<file path="src/hw/rtl/lrsf_pkg.sv">
// ---------------------------------------------------------------------------
// lrsf_pkg: shared definitions for the laser range spike filter
// Register map, register widths and reset values, and the configuration
// bundle that the register block hands to the filter core.
// ---------------------------------------------------------------------------
`default_nettype none

package lrsf_pkg;

  localparam int unsigned APB_ADDR_W = 5;
  localparam int unsigned APB_DATA_W = 32;

  localparam int unsigned RANGE_CFG_W = 16;
  localparam int unsigned RATIO_W     = 4;
  localparam int unsigned PERMILLE_W  = 12;

  // Register indexes (byte address is four times the index).
  localparam logic [2:0] REG_MIN_RANGE  = 3'd0;
  localparam logic [2:0] REG_MAX_RANGE  = 3'd1;
  localparam logic [2:0] REG_MIN_SPREAD = 3'd2;
  localparam logic [2:0] REG_SPIKE_RAT  = 3'd3;
  localparam logic [2:0] REG_REL_JUMP   = 3'd4;

  localparam logic [RANGE_CFG_W-1:0] RST_MIN_RANGE  = 16'd10;
  localparam logic [RANGE_CFG_W-1:0] RST_MAX_RANGE  = 16'd1000;
  localparam logic [RANGE_CFG_W-1:0] RST_MIN_SPREAD = 16'd10;
  localparam logic [RATIO_W-1:0]     RST_SPIKE_RAT  = 4'd2;
  localparam logic [PERMILLE_W-1:0]  RST_REL_JUMP   = 12'd400;

  // Scale of the relative jump test: three samples times one thousand.
  localparam logic [PERMILLE_W-1:0] JUMP_SCALE = 12'd3000;

  typedef struct packed {
    logic [RANGE_CFG_W-1:0] min_range_mm;
    logic [RANGE_CFG_W-1:0] max_range_mm;
    logic [RANGE_CFG_W-1:0] min_spread_mm;
    logic [RATIO_W-1:0]     spike_ratio;
    logic [PERMILLE_W-1:0]  relative_jump_permille;
  } lrsf_cfg_t;

endpackage

`default_nettype wire

</file>
<file path="src/hw/rtl/lrsf_cfg_regs.sv">
// ---------------------------------------------------------------------------
// lrsf_cfg_regs: configuration register block
// APB-style register file holding the filter thresholds. Always ready.
// ---------------------------------------------------------------------------
`default_nettype none

module lrsf_cfg_regs (
  input  wire logic                              clk,
  input  wire logic                              rst_n,
  input  wire logic                              cfg_psel,
  input  wire logic                              cfg_penable,
  input  wire logic                              cfg_pwrite,
  input  wire logic [lrsf_pkg::APB_ADDR_W-1:0]   cfg_paddr,
  input  wire logic [lrsf_pkg::APB_DATA_W-1:0]   cfg_pwdata,
  output logic      [lrsf_pkg::APB_DATA_W-1:0]   cfg_prdata,
  output logic                                   cfg_pready,
  output lrsf_pkg::lrsf_cfg_t                    cfg
);

  lrsf_pkg::lrsf_cfg_t cfg_r;
  logic                wr_en;
  logic [2:0]          reg_idx;

  assign cfg_pready = 1'b1;
  assign wr_en      = cfg_psel && cfg_penable && cfg_pwrite && cfg_pready;
  assign reg_idx    = cfg_paddr[4:2];
  assign cfg        = cfg_r;

  always_ff @(posedge clk) begin
    if (!rst_n) begin
      cfg_r.min_range_mm           <= lrsf_pkg::RST_MIN_RANGE;
      cfg_r.max_range_mm           <= lrsf_pkg::RST_MAX_RANGE;
      cfg_r.min_spread_mm          <= lrsf_pkg::RST_MIN_SPREAD;
      cfg_r.spike_ratio            <= lrsf_pkg::RST_SPIKE_RAT;
      cfg_r.relative_jump_permille <= lrsf_pkg::RST_REL_JUMP;
    end else if (wr_en) begin
      unique case (reg_idx)
        lrsf_pkg::REG_MIN_RANGE: begin
          cfg_r.min_range_mm <= cfg_pwdata[lrsf_pkg::RANGE_CFG_W-1:0];
        end
        lrsf_pkg::REG_MAX_RANGE: begin
          cfg_r.max_range_mm <= cfg_pwdata[lrsf_pkg::RANGE_CFG_W-1:0];
        end
        lrsf_pkg::REG_MIN_SPREAD: begin
          cfg_r.min_spread_mm <= cfg_pwdata[lrsf_pkg::RANGE_CFG_W-1:0];
        end
        lrsf_pkg::REG_SPIKE_RAT: begin
          cfg_r.spike_ratio <= cfg_pwdata[lrsf_pkg::RATIO_W-1:0];
        end
        lrsf_pkg::REG_REL_JUMP: begin
          cfg_r.relative_jump_permille <= cfg_pwdata[lrsf_pkg::PERMILLE_W-1:0];
        end
        default: begin
        end
      endcase
    end
  end

  always_comb begin
    unique case (reg_idx)
      lrsf_pkg::REG_MIN_RANGE:  cfg_prdata = lrsf_pkg::APB_DATA_W'(cfg_r.min_range_mm);
      lrsf_pkg::REG_MAX_RANGE:  cfg_prdata = lrsf_pkg::APB_DATA_W'(cfg_r.max_range_mm);
      lrsf_pkg::REG_MIN_SPREAD: cfg_prdata = lrsf_pkg::APB_DATA_W'(cfg_r.min_spread_mm);
      lrsf_pkg::REG_SPIKE_RAT:  cfg_prdata = lrsf_pkg::APB_DATA_W'(cfg_r.spike_ratio);
      lrsf_pkg::REG_REL_JUMP:
        cfg_prdata = lrsf_pkg::APB_DATA_W'(cfg_r.relative_jump_permille);
      default:                  cfg_prdata = '0;
    endcase
  end

endmodule

`default_nettype wire

</file>
<file path="src/hw/rtl/lrsf_core.sv">
// ---------------------------------------------------------------------------
// lrsf_core: input register and spike decision
// Holds the accepted sample, the pending sample and its filtered left
// neighbour, and pushes zero, one or two results into the output queue.
// ---------------------------------------------------------------------------
`default_nettype none

module lrsf_core #(
  parameter int unsigned RANGE_BITS = 16
) (
  input  wire logic                  clk,
  input  wire logic                  rst_n,
  input  wire lrsf_pkg::lrsf_cfg_t   cfg,
  input  wire logic                  in_valid,
  output logic                       in_stall,
  input  wire logic [RANGE_BITS-1:0] in_range_mm,
  input  wire logic                  in_last,
  input  wire logic                  q_room,
  output logic [1:0]                 push_cnt,
  output logic [RANGE_BITS:0]        push_d0,
  output logic [RANGE_BITS:0]        push_d1
);

  localparam int unsigned CW = (RANGE_BITS > lrsf_pkg::RANGE_CFG_W) ?
                               RANGE_BITS : lrsf_pkg::RANGE_CFG_W;
  localparam int unsigned LW = CW + lrsf_pkg::RATIO_W;
  localparam int unsigned PW = RANGE_BITS + 2 + lrsf_pkg::PERMILLE_W;

  typedef enum logic [1:0] {
    HELD_NONE,
    HELD_FIRST,
    HELD_INNER
  } held_t;

  logic                  stage_valid_r, stage_valid_nxt;
  logic [RANGE_BITS-1:0] stage_range_r;
  logic                  stage_last_r;
  held_t                 held_r, held_nxt;
  logic [RANGE_BITS-1:0] prev_r, prev_nxt;
  logic [RANGE_BITS-1:0] pend_r, pend_nxt;

  logic                  load, advance;
  logic [RANGE_BITS-1:0] p, c, n;
  logic [RANGE_BITS-1:0] d1, d2, spread;
  logic [RANGE_BITS:0]   dsum, pn_sum;
  logic [CW-1:0]         spread_fl;
  logic [LW-1:0]         lim1;
  logic [PW-1:0]         lhs2, rhs2;
  logic                  in_window, test1, test2;
  logic [RANGE_BITS-1:0] despiked, emitted;

  assign advance  = stage_valid_r && q_room;
  assign in_stall = stage_valid_r && !q_room;
  assign load     = in_valid && !in_stall;

  // Spike decision on the pending sample with its neighbours.
  assign p = prev_r;
  assign c = pend_r;
  assign n = stage_range_r;

  assign d1     = (c > p) ? (c - p) : (p - c);
  assign d2     = (c > n) ? (c - n) : (n - c);
  assign spread = (p > n) ? (p - n) : (n - p);
  assign dsum   = (RANGE_BITS+1)'(d1) + (RANGE_BITS+1)'(d2);
  assign pn_sum = (RANGE_BITS+1)'(p) + (RANGE_BITS+1)'(n);

  assign in_window = (CW'(c) > CW'(cfg.min_range_mm)) && (CW'(c) < CW'(cfg.max_range_mm));
  assign spread_fl = (CW'(spread) < CW'(cfg.min_spread_mm)) ?
                     CW'(cfg.min_spread_mm) : CW'(spread);
  assign lim1  = LW'(cfg.spike_ratio) * LW'(spread_fl);
  assign test1 = LW'(dsum) > lim1;
  assign lhs2  = PW'(dsum) * PW'(lrsf_pkg::JUMP_SCALE);
  assign rhs2  = PW'(cfg.relative_jump_permille) *
                 PW'((RANGE_BITS+2)'(p) + (RANGE_BITS+2)'(c) + (RANGE_BITS+2)'(n));
  assign test2 = lhs2 > rhs2;

  assign despiked = (in_window && test1 && test2) ? pn_sum[RANGE_BITS:1] : c;
  assign emitted  = (held_r == HELD_FIRST) ? pend_r : despiked;

  always_comb begin
    push_cnt        = 2'd0;
    push_d0         = {emitted, 1'b0};
    push_d1         = {stage_range_r, 1'b1};
    held_nxt        = held_r;
    prev_nxt        = prev_r;
    pend_nxt        = pend_r;
    stage_valid_nxt = load ? 1'b1 : (advance ? 1'b0 : stage_valid_r);
    if (advance) begin
      unique case (held_r) inside
        HELD_FIRST, HELD_INNER: begin
          push_cnt = stage_last_r ? 2'd2 : 2'd1;
          prev_nxt = emitted;
          pend_nxt = stage_range_r;
          held_nxt = stage_last_r ? HELD_NONE : HELD_INNER;
        end
        default: begin
          if (stage_last_r) begin
            push_cnt = 2'd1;
            push_d0  = {stage_range_r, 1'b1};
            held_nxt = HELD_NONE;
          end else begin
            pend_nxt = stage_range_r;
            held_nxt = HELD_FIRST;
          end
        end
      endcase
    end
  end

  always_ff @(posedge clk) begin
    if (!rst_n) begin
      stage_valid_r <= 1'b0;
      held_r        <= HELD_NONE;
    end else begin
      stage_valid_r <= stage_valid_nxt;
      held_r        <= held_nxt;
    end
    if (load) begin
      stage_range_r <= in_range_mm;
      stage_last_r  <= in_last;
    end
    prev_r <= prev_nxt;
    pend_r <= pend_nxt;
  end

endmodule

`default_nettype wire

</file>
<file path="src/hw/rtl/lrsf_out_fifo.sv">
// ---------------------------------------------------------------------------
// lrsf_out_fifo: result queue
// Small register queue taking up to two entries per cycle and releasing one per cycle while the output does not stall.
// DEPTH must be a power of two of at least four.
// ---------------------------------------------------------------------------
`default_nettype none

module lrsf_out_fifo #(
  parameter int unsigned DW    = 17,
  parameter int unsigned DEPTH = 4
) (
  input  wire logic          clk,
  input  wire logic          rst_n,
  input  wire logic [1:0]    push_cnt,
  input  wire logic [DW-1:0] push_d0,
  input  wire logic [DW-1:0] push_d1,
  output logic               room,
  output logic               out_valid,
  input  wire logic          out_stall,
  output logic [DW-1:0]      out_data
);

  localparam int unsigned AW = $clog2(DEPTH);
  localparam int unsigned NW = $clog2(DEPTH + 1);

  logic [DW-1:0] mem [DEPTH];
  logic [AW-1:0] wr_ptr_r, wr_ptr_nxt, wr_ptr_p1;
  logic [AW-1:0] rd_ptr_r, rd_ptr_nxt;
  logic [NW-1:0] count_r, count_nxt;
  logic          pop;

  assign out_valid  = count_r != '0;
  assign pop        = out_valid && !out_stall;
  // Room is judged on the registered fill so that the input side does not
  // wait on the output side's stall.
  assign room       = count_r <= NW'(DEPTH - 2);
  assign out_data   = mem[rd_ptr_r];
  assign wr_ptr_p1  = wr_ptr_r + AW'(1);
  assign wr_ptr_nxt = wr_ptr_r + AW'(push_cnt);
  assign rd_ptr_nxt = rd_ptr_r + AW'(pop);
  assign count_nxt  = count_r + NW'(push_cnt) - NW'(pop);

  always_ff @(posedge clk) begin
    if (!rst_n) begin
      wr_ptr_r <= '0;
      rd_ptr_r <= '0;
      count_r  <= '0;
    end else begin
      wr_ptr_r <= wr_ptr_nxt;
      rd_ptr_r <= rd_ptr_nxt;
      count_r  <= count_nxt;
    end
    if (push_cnt != 2'd0) begin
      mem[wr_ptr_r] <= push_d0;
    end
    if (push_cnt == 2'd2) begin
      mem[wr_ptr_p1] <= push_d1;
    end
  end

endmodule

`default_nettype wire

</file>
<file path="src/hw/rtl/laser_range_spike_filter.sv">
// ---------------------------------------------------------------------------
// laser_range_spike_filter: three point spike filter for laser range scans
// Streams range samples of a scan and replaces isolated spikes by the mean
// of their neighbours.
// ---------------------------------------------------------------------------
// The block accepts one sample transaction per clock cycle and sustains that
// rate indefinitely while the result side keeps up. Each sample is compared
// with its filtered left neighbour and its raw right neighbour, so a sample
// leaves the block one input transaction late: the result for sample k is
// produced when sample k+1 arrives, by way of the input register and the
// queue. The last sample of a scan releases two result transactions, the
// held interior sample and then the last sample itself with last_out set; a
// one-sample scan releases its sample straight away. Results go through a
// four-entry queue, and the input stalls only while that queue holds three
// or more results, which happens only when the result side stalls. The spike
// test, both threshold multiplications and the mean are combinational,
// between the input register and the queue. There is no clearing pass after
// reset. The user must write thresholds through the APB-style port only while
// no scan is in flight; the block does not enforce this. The registers lie
// at byte addresses 0x0 (min_range_mm), 0x4 (max_range_mm), 0x8
// (min_spread_mm), 0xC (spike_ratio) and 0x10 (relative_jump_permille).
// ---------------------------------------------------------------------------
`default_nettype none

module laser_range_spike_filter #(
  parameter int unsigned RANGE_BITS = 16
) (
  input  wire logic                             clk,
  input  wire logic                             rst_n,
  // Sample input
  input  wire logic                             in_valid,
  output logic                                  in_stall,
  input  wire logic [RANGE_BITS-1:0]            in_range_mm,
  input  wire logic                             in_last,
  // Filtered output
  output logic                                  out_valid,
  input  wire logic                             out_stall,
  output logic [RANGE_BITS-1:0]                 out_range_out_mm,
  output logic                                  out_last_out,
  // Configuration
  input  wire logic                             cfg_psel,
  input  wire logic                             cfg_penable,
  input  wire logic                             cfg_pwrite,
  input  wire logic [lrsf_pkg::APB_ADDR_W-1:0]  cfg_paddr,
  input  wire logic [lrsf_pkg::APB_DATA_W-1:0]  cfg_pwdata,
  output logic      [lrsf_pkg::APB_DATA_W-1:0]  cfg_prdata,
  output logic                                  cfg_pready
);

  localparam int unsigned QDEPTH = 4;

  lrsf_pkg::lrsf_cfg_t cfg;
  logic                q_room;
  logic [1:0]          push_cnt;
  logic [RANGE_BITS:0] push_d0, push_d1, q_data;

  // Threshold registers.
  lrsf_cfg_regs u_cfg (
    .clk         (clk),
    .rst_n       (rst_n),
    .cfg_psel    (cfg_psel),
    .cfg_penable (cfg_penable),
    .cfg_pwrite  (cfg_pwrite),
    .cfg_paddr   (cfg_paddr),
    .cfg_pwdata  (cfg_pwdata),
    .cfg_prdata  (cfg_prdata),
    .cfg_pready  (cfg_pready),
    .cfg         (cfg)
  );

  // Input register, held sample state and the spike decision.
  lrsf_core #(
    .RANGE_BITS (RANGE_BITS)
  ) u_core (
    .clk         (clk),
    .rst_n       (rst_n),
    .cfg         (cfg),
    .in_valid    (in_valid),
    .in_stall    (in_stall),
    .in_range_mm (in_range_mm),
    .in_last     (in_last),
    .q_room      (q_room),
    .push_cnt    (push_cnt),
    .push_d0     (push_d0),
    .push_d1     (push_d1)
  );

  // Result queue; each entry packs the range above the last flag.
  lrsf_out_fifo #(
    .DW    (RANGE_BITS + 1),
    .DEPTH (QDEPTH)
  ) u_fifo (
    .clk       (clk),
    .rst_n     (rst_n),
    .push_cnt  (push_cnt),
    .push_d0   (push_d0),
    .push_d1   (push_d1),
    .room      (q_room),
    .out_valid (out_valid),
    .out_stall (out_stall),
    .out_data  (q_data)
  );

  assign out_range_out_mm = q_data[RANGE_BITS:1];
  assign out_last_out     = q_data[0];

endmodule

`default_nettype wire

</file>
<file path="config.mk">
export PLATFORM = sky130hd
export DESIGN_NAME = laser_range_spike_filter
export DESIGN_NICKNAME = d
export VERILOG_FILES = /design/src/hw/rtl/lrsf_pkg.sv /design/src/hw/rtl/lrsf_cfg_regs.sv /design/src/hw/rtl/lrsf_core.sv /design/src/hw/rtl/lrsf_out_fifo.sv /design/src/hw/rtl/laser_range_spike_filter.sv
export SDC_FILE = /design/constraint.sdc
export NUM_CORES = 2
export LEC_CHECK = 0
export BUFFER_PORTS_ARGS = -buffer_cell sky130_fd_sc_hd__buf_2
export CORE_AREA = 2 2 239 241
export CTS_CLUSTER_DIAMETER = 150
export DETAILED_ROUTE_END_ITERATION = 10
export DIE_AREA = 0 0 241 243
export GPL_ROUTABILITY_DRIVEN = 1
export PLACE_DENSITY = 0.75
export SETUP_SLACK_MARGIN = 0.02
export SLEW_MARGIN = 5
export SYNTH_ARGS = -nofsm -noshare
export SYNTH_HDL_FRONTEND = slang
export SYNTH_HIERARCHICAL = 1
export SYNTH_SLANG_ARGS = --single-unit
</file>
<file path="constraint.sdc">
create_clock -name clk -period 26.7 [get_ports clk]
set_input_delay 1.335 -clock clk [delete_from_list [all_inputs] [get_ports clk]]
set_output_delay 1.335 -clock clk [all_outputs]
set_load 0.05 [all_outputs]
</file>
Word-level counts from Yosys, hierarchy flattened
Memories as Yosys holds them, arrays and structs flattened. A register that Yosys moved wholly into a read port is not among the register bits.
Cells that the tools add are included.
{"block": "totals", "reg_bits": 123, "ramBits": 68, "input_bits": 61, "word_cells": 100, "n_memories": 1}
{"memory": "u_fifo.mem", "depth": 4, "width": 17, "rd": 1, "rd_clocked_by_memory_dff": 1, "wr": 2, "line": "lrsf_out_fifo.sv:26", "text": "logic [DW-1:0] mem [DEPTH];"}
{"block": "op_classes", "n_addsub": 15, "multipliers": 3, "magnitude_cmp": 9, "n_eq_ne": 8, "n_mux": 26, "n_reduce_logical": 24}
{"operator": "$mux W16", "count": 8}
{"operator": "$sub A16 B16 Y16", "count": 6}
{"operator": "$pmux W16 S5", "count": 1}
{"operator": "$gt A16 B16 Y1", "count": 4}
{"operator": "$add A16 B16 Y17", "count": 3}
{"operator": "$mux W17", "count": 3}
{"operator": "$lt A16 B16 Y1", "count": 2}
{"operator": "$add A30 B16 Y30", "count": 1}
{"operator": "$gt A29 B30 Y1", "count": 1}
{"operator": "$mul A12 B30 Y30", "count": 1}
{"operator": "$mul A17 B9 Y26 const B", "count": 1}
{"operator": "$gt A17 B20 Y1", "count": 1}
{"operator": "$mul A4 B16 Y20", "count": 1}
{"operator": "$reduce_and A2 Y1", "count": 7}
{"operator": "$mux W2", "count": 6}
{"operator": "$logic_and A1 B1 Y1", "count": 9}
{"operator": "$mux W1", "count": 8}
{"operator": "$eq A3 B2 Y1 const B", "count": 2}
{"operator": "$eq A2 B2 Y1 const B", "count": 2}
{"operator": "$reduce_bool A2 Y1", "count": 2}
{"operator": "$add A3 B2 Y3", "count": 1}
{"operator": "$eq A3 B1 Y1 const B", "count": 1}
{"operator": "$eq A3 B3 Y1 const B", "count": 1}
{"operator": "$le A3 B2 Y1 const B", "count": 1}
{"operator": "10 further kinds", "count": 12}

Depth between registers and ports, before layout
{"block": "depth", "word_depth": 13, "depth_mapped": 61, "mapped_depth_nobuf": 57}

Modules after synthesis
Netlist, hierarchy kept.
{"module": "lrsf_core", "n_inst": 1, "cells_per_inst": 2872, "area_per_inst_um2": 23706.5, "seq_area_each_um2": 1531.5}
{"module": "lrsf_out_fifo", "n_inst": 1, "cells_per_inst": 211, "area_per_inst_um2": 3728.6, "seq_area_each_um2": 2182.1}
{"module": "lrsf_cfg_regs", "n_inst": 1, "cells_per_inst": 345, "area_per_inst_um2": 3104.2, "seq_area_each_um2": 1281.2}

Least setup slack after synthesis
No wires, ideal clock.
{"block": "synth_timing", "path_kind": "register to register", "from": "register u_core.stage_range_r[1], in the netlist u_core/n[1]", "to": "memory u_fifo.mem[0][12] (data pin)", "arrival_ns": 12.215, "required_time_ns": 26.438, "slack_ns": 14.223, "stages_incl_launch_ff": 59, "period_less_slack_ns": 12.477, "path_cell_list": "edfxtp_1 inv_1 fa_1 a21o_1 a21o_1 a21o_1 a21oi_1 o21ai_0 a21oi_1 a21o_1 clkbuf_1 buf_1 mux2i_1 xor2_1 ha_1 nand4_1 o211ai_1 o41ai_1 (+23 left out) a21oi_1 o21a_1 nor2_1 xnor2_1 ha_1 nand4_1 nor2_1 nand2_1 o211ai_1 or4_4 a2111oi_4 nand4_1 a41oi_2 nor2b_2 buf_6 mux2_2 mux2_2 mux2_1"}
{"element": "start: declaration", "line": "lrsf_core.sv:36", "text": "logic [RANGE_BITS-1:0] stage_range_r;"}
{"element": "start signal: assignment", "line": "lrsf_core.sv:119", "text": "stage_range_r <= in_range_mm;"}
{"element": "end: declaration", "line": "lrsf_out_fifo.sv:26"}

==> run summary <==
Number of diodes: 0
Crit. End Element: flop
Mapped Area: 30540 um^2
Dpl hpwl: 63510 um
Slowest CP cell: o31ai_1
RSZ-0062 raised after global routing: false
Vias in the first global route: 23988
Sink Count: 191
Initial antenna violation count: 1
Clock Latency Late Sink: 0.47 ns
Gates resized, CTS repair: 0
Status: finished clean
Commonest cells in the netlist: inv_1 (578), ha_1 (396), nand2_1 (349), fa_1 (276), a21oi_1 (188)
CTS clk-pin slew, worst paths: 0.08 ns
CP peak stage delay: 0.88 ns
Min-delay worst type: flop to flop
Share of layout cells above drive strength 1: 0.08384
Hold Vio Cnt, Final: 0
Post-CTS Hold Buffers: 0
Die height: 243 um
Final min period: 14.61 ns
Family with the most delay on the worst path: compound AO/OA/AOI/OAI gates
Maxcap violations: 0
Cell mode on critical path: inv_1
Synth warn: 6
Max-slew headroom at the worst pin: 0.2355
Final Skew: 0.01607 ns
Cell taking the most area after synthesis: fa_1
GPL Wtd Cong: 0.9369
R2R Setup Slk: 12.09 ns
Vias per cell: 5.761
CTS tree: built
Port Buffers: 77
WL/cell: 18.78 um
Post-synthesis sequential area ratio: 0.1636
Library cells used by synthesis: 98
Total gr overflow: 0
Slew at the pin closest to its max-slew limit: 1.139 ns
Setup bufs post-CTS: 0
Crit Path Category: flop to flop
Nets: 4167
GRT Util Overall: 0.2743
Via count: 24215
Area Overhead vs Synth: 5.257%
Num rows: 87
IO Pins: 113
CTS Buf Count: 17
Post-synth ARST share: 0
Count leader, synth: inv_1
Synth top area share: 0.1809
Worst EP required: 26.91 ns
Global-route wire length before repair: 126500 um
Clock Path Buffers: 2
Syn Area/Cell: 8.909 um^2
Setup TNS: 0 ns
Largest cells by area after synthesis: fa_1 (18%), ha_1 (16%), edfxtp_1 (12%)
Routed Antenna Nets: 0
Post-synth EDFFs: 117
Arr. time, crit path: 14.81 ns
Core ar.: 55950 um^2
Synth Register Bits: 191
Crit path max fanout: 20
H-Tree Depth: 4
Final setup viols: 0
Syn Inst Count: 3428
CP Launch Type: flop
Drt pass-1 iters: 6
Leading register cell type out of synthesis: edfxtp_1
Max Fclk: 68.46 MHz
Initial drt markers: 1588
Residual DRC: 0
Routed WL: 78910 um
Slew Viols, Final: 0
Worst path buffer plus inverter count: 7
Root Driver: clkbuf_16
Period utilization: 0.5471
Pin count of the biggest net entering global routing: 91
Die span in x: 241 um
Initial core utilization: 0.5458
Die ar.: 58560 um^2
flip-flops by register name, indices dropped and copies added, names as in the netlist:
register,flops
u_fifo/rd_ptr_r,2
u_core/stage_last_r,1
u_core/n,16
u_fifo/mem,68
u_fifo/wr_ptr_r,2
u_core/held_r,2
u_cfg/cfg,64
u_core/c,16
u_core/stage_valid_r,1
u_core/p,16
u_fifo/count_r,3
cell type report:
class                           instances  area, um^2
Fill cell                            5013       23810
Multi-Input combinational cell       2527       22750
Sequential cell                       191        4995
Inverter                              579        2173
Tap cell                              756       945.9
Timing Repair Buffer                  118       693.2
Clock buffer                           17       425.4
Clock inverter                         15       162.7
worst min-delay path, delay by kind of cell, from the launching register on:
| family | cells | cell delay (ns) |
|---|---|---|
| DFF | 1 | 0.32 |
| muxes | 1 | 0.05 |
| and+or+nand+nor | 1 | 0.06 |
final timing paths:
kind / start / end / cells past startpoint
setup / recovery: u_core/c[0] / u_fifo/mem[0][15] / 53
hold reg to reg: u_cfg/cfg[59] / u_cfg/cfg[59] / 2
hold / removal: u_cfg/cfg[59] / u_cfg/cfg[59] / 2
setup reg to reg: u_core/c[0] / u_fifo/mem[0][15] / 53
through the flow:
| stage | hold WS [ns] | area (um^2) | instances | util | setup slack (ns) |
|---|---|---|---|---|---|
| 2_1_floorplan | 0.4434 | 30600 | 3443 | - | 14.22 |
| 3_3_place_gp | 0.4572 | 31560 | 4171 | 0.5640 | 12.43 |
| 3_5_place_dp | 0.4611 | 31560 | 4171 | 0.5640 | 12.27 |
| 4_1_cts | 0.4763 | 32140 | 4203 | 0.5745 | 12.19 |
| 5_1_grt | 0.5007 | 32140 | 4203 | 0.5745 | 11.43 |
| 6_report | 0.4778 | 32140 | 4203 | 0.5745 | 12.09 |
per-layer routing:
| metal | vias up | share of wire | global-route usage |
|---|---|---|---|
| li1 | 11456 | - | - |
| met1 | 11840 | 0.42 | 0.3537 |
| met2 | 758 | 0.48 | 0.4674 |
| met3 | 161 | 0.055 | 0.03162 |
| met4 | 0 | 0.041 | 0.1091 |
| met5 | - | 0 | 0 |
cell families after synthesis:
logic type,Yosys count,synth area share
simple gates,851,0.1365
other cells,3,0.0003687
compound gates,606,0.1306
flops,191,0.1636
buf+inv,725,0.09534
xor+xnor,146,0.04240
fa+ha+maj,672,0.3432
mux,234,0.08805
placed cells by master (no fill, tap or decap), types with 17 or more instances in the layout:
master     Yosys  layout
buf_4         25      41
o211ai_1      27      27
edfxtp_1     117     117
nor2_1       126     126
nand4_1       31      31
conb_1         3      18
nor2b_1       34      34
mux4_2        17      17
o21bai_1      31      31
xnor2_1       90      85
and2_1       112     112
o21ai_0      100     100
buf_2         20      77
nor3_1        36      36
o21a_1        20      20
inv_1        578     578
mux2i_1      110     110
a21oi_1      188     188
mux2_2        85      85
a211oi_1      26      26
mux2_1        22      22
ha_1         396     396
a21o_1        70      70
xor2_1        55      55
nand2_1      349     349
clkbuf_16      0      17
dfxtp_1       74      74
nand2b_1      29      29
fa_1         276     276
nand3_1       50      50
Power is not shown: default switching activity piles up to over one toggle a cycle in this logic, so the estimate is an artifact.
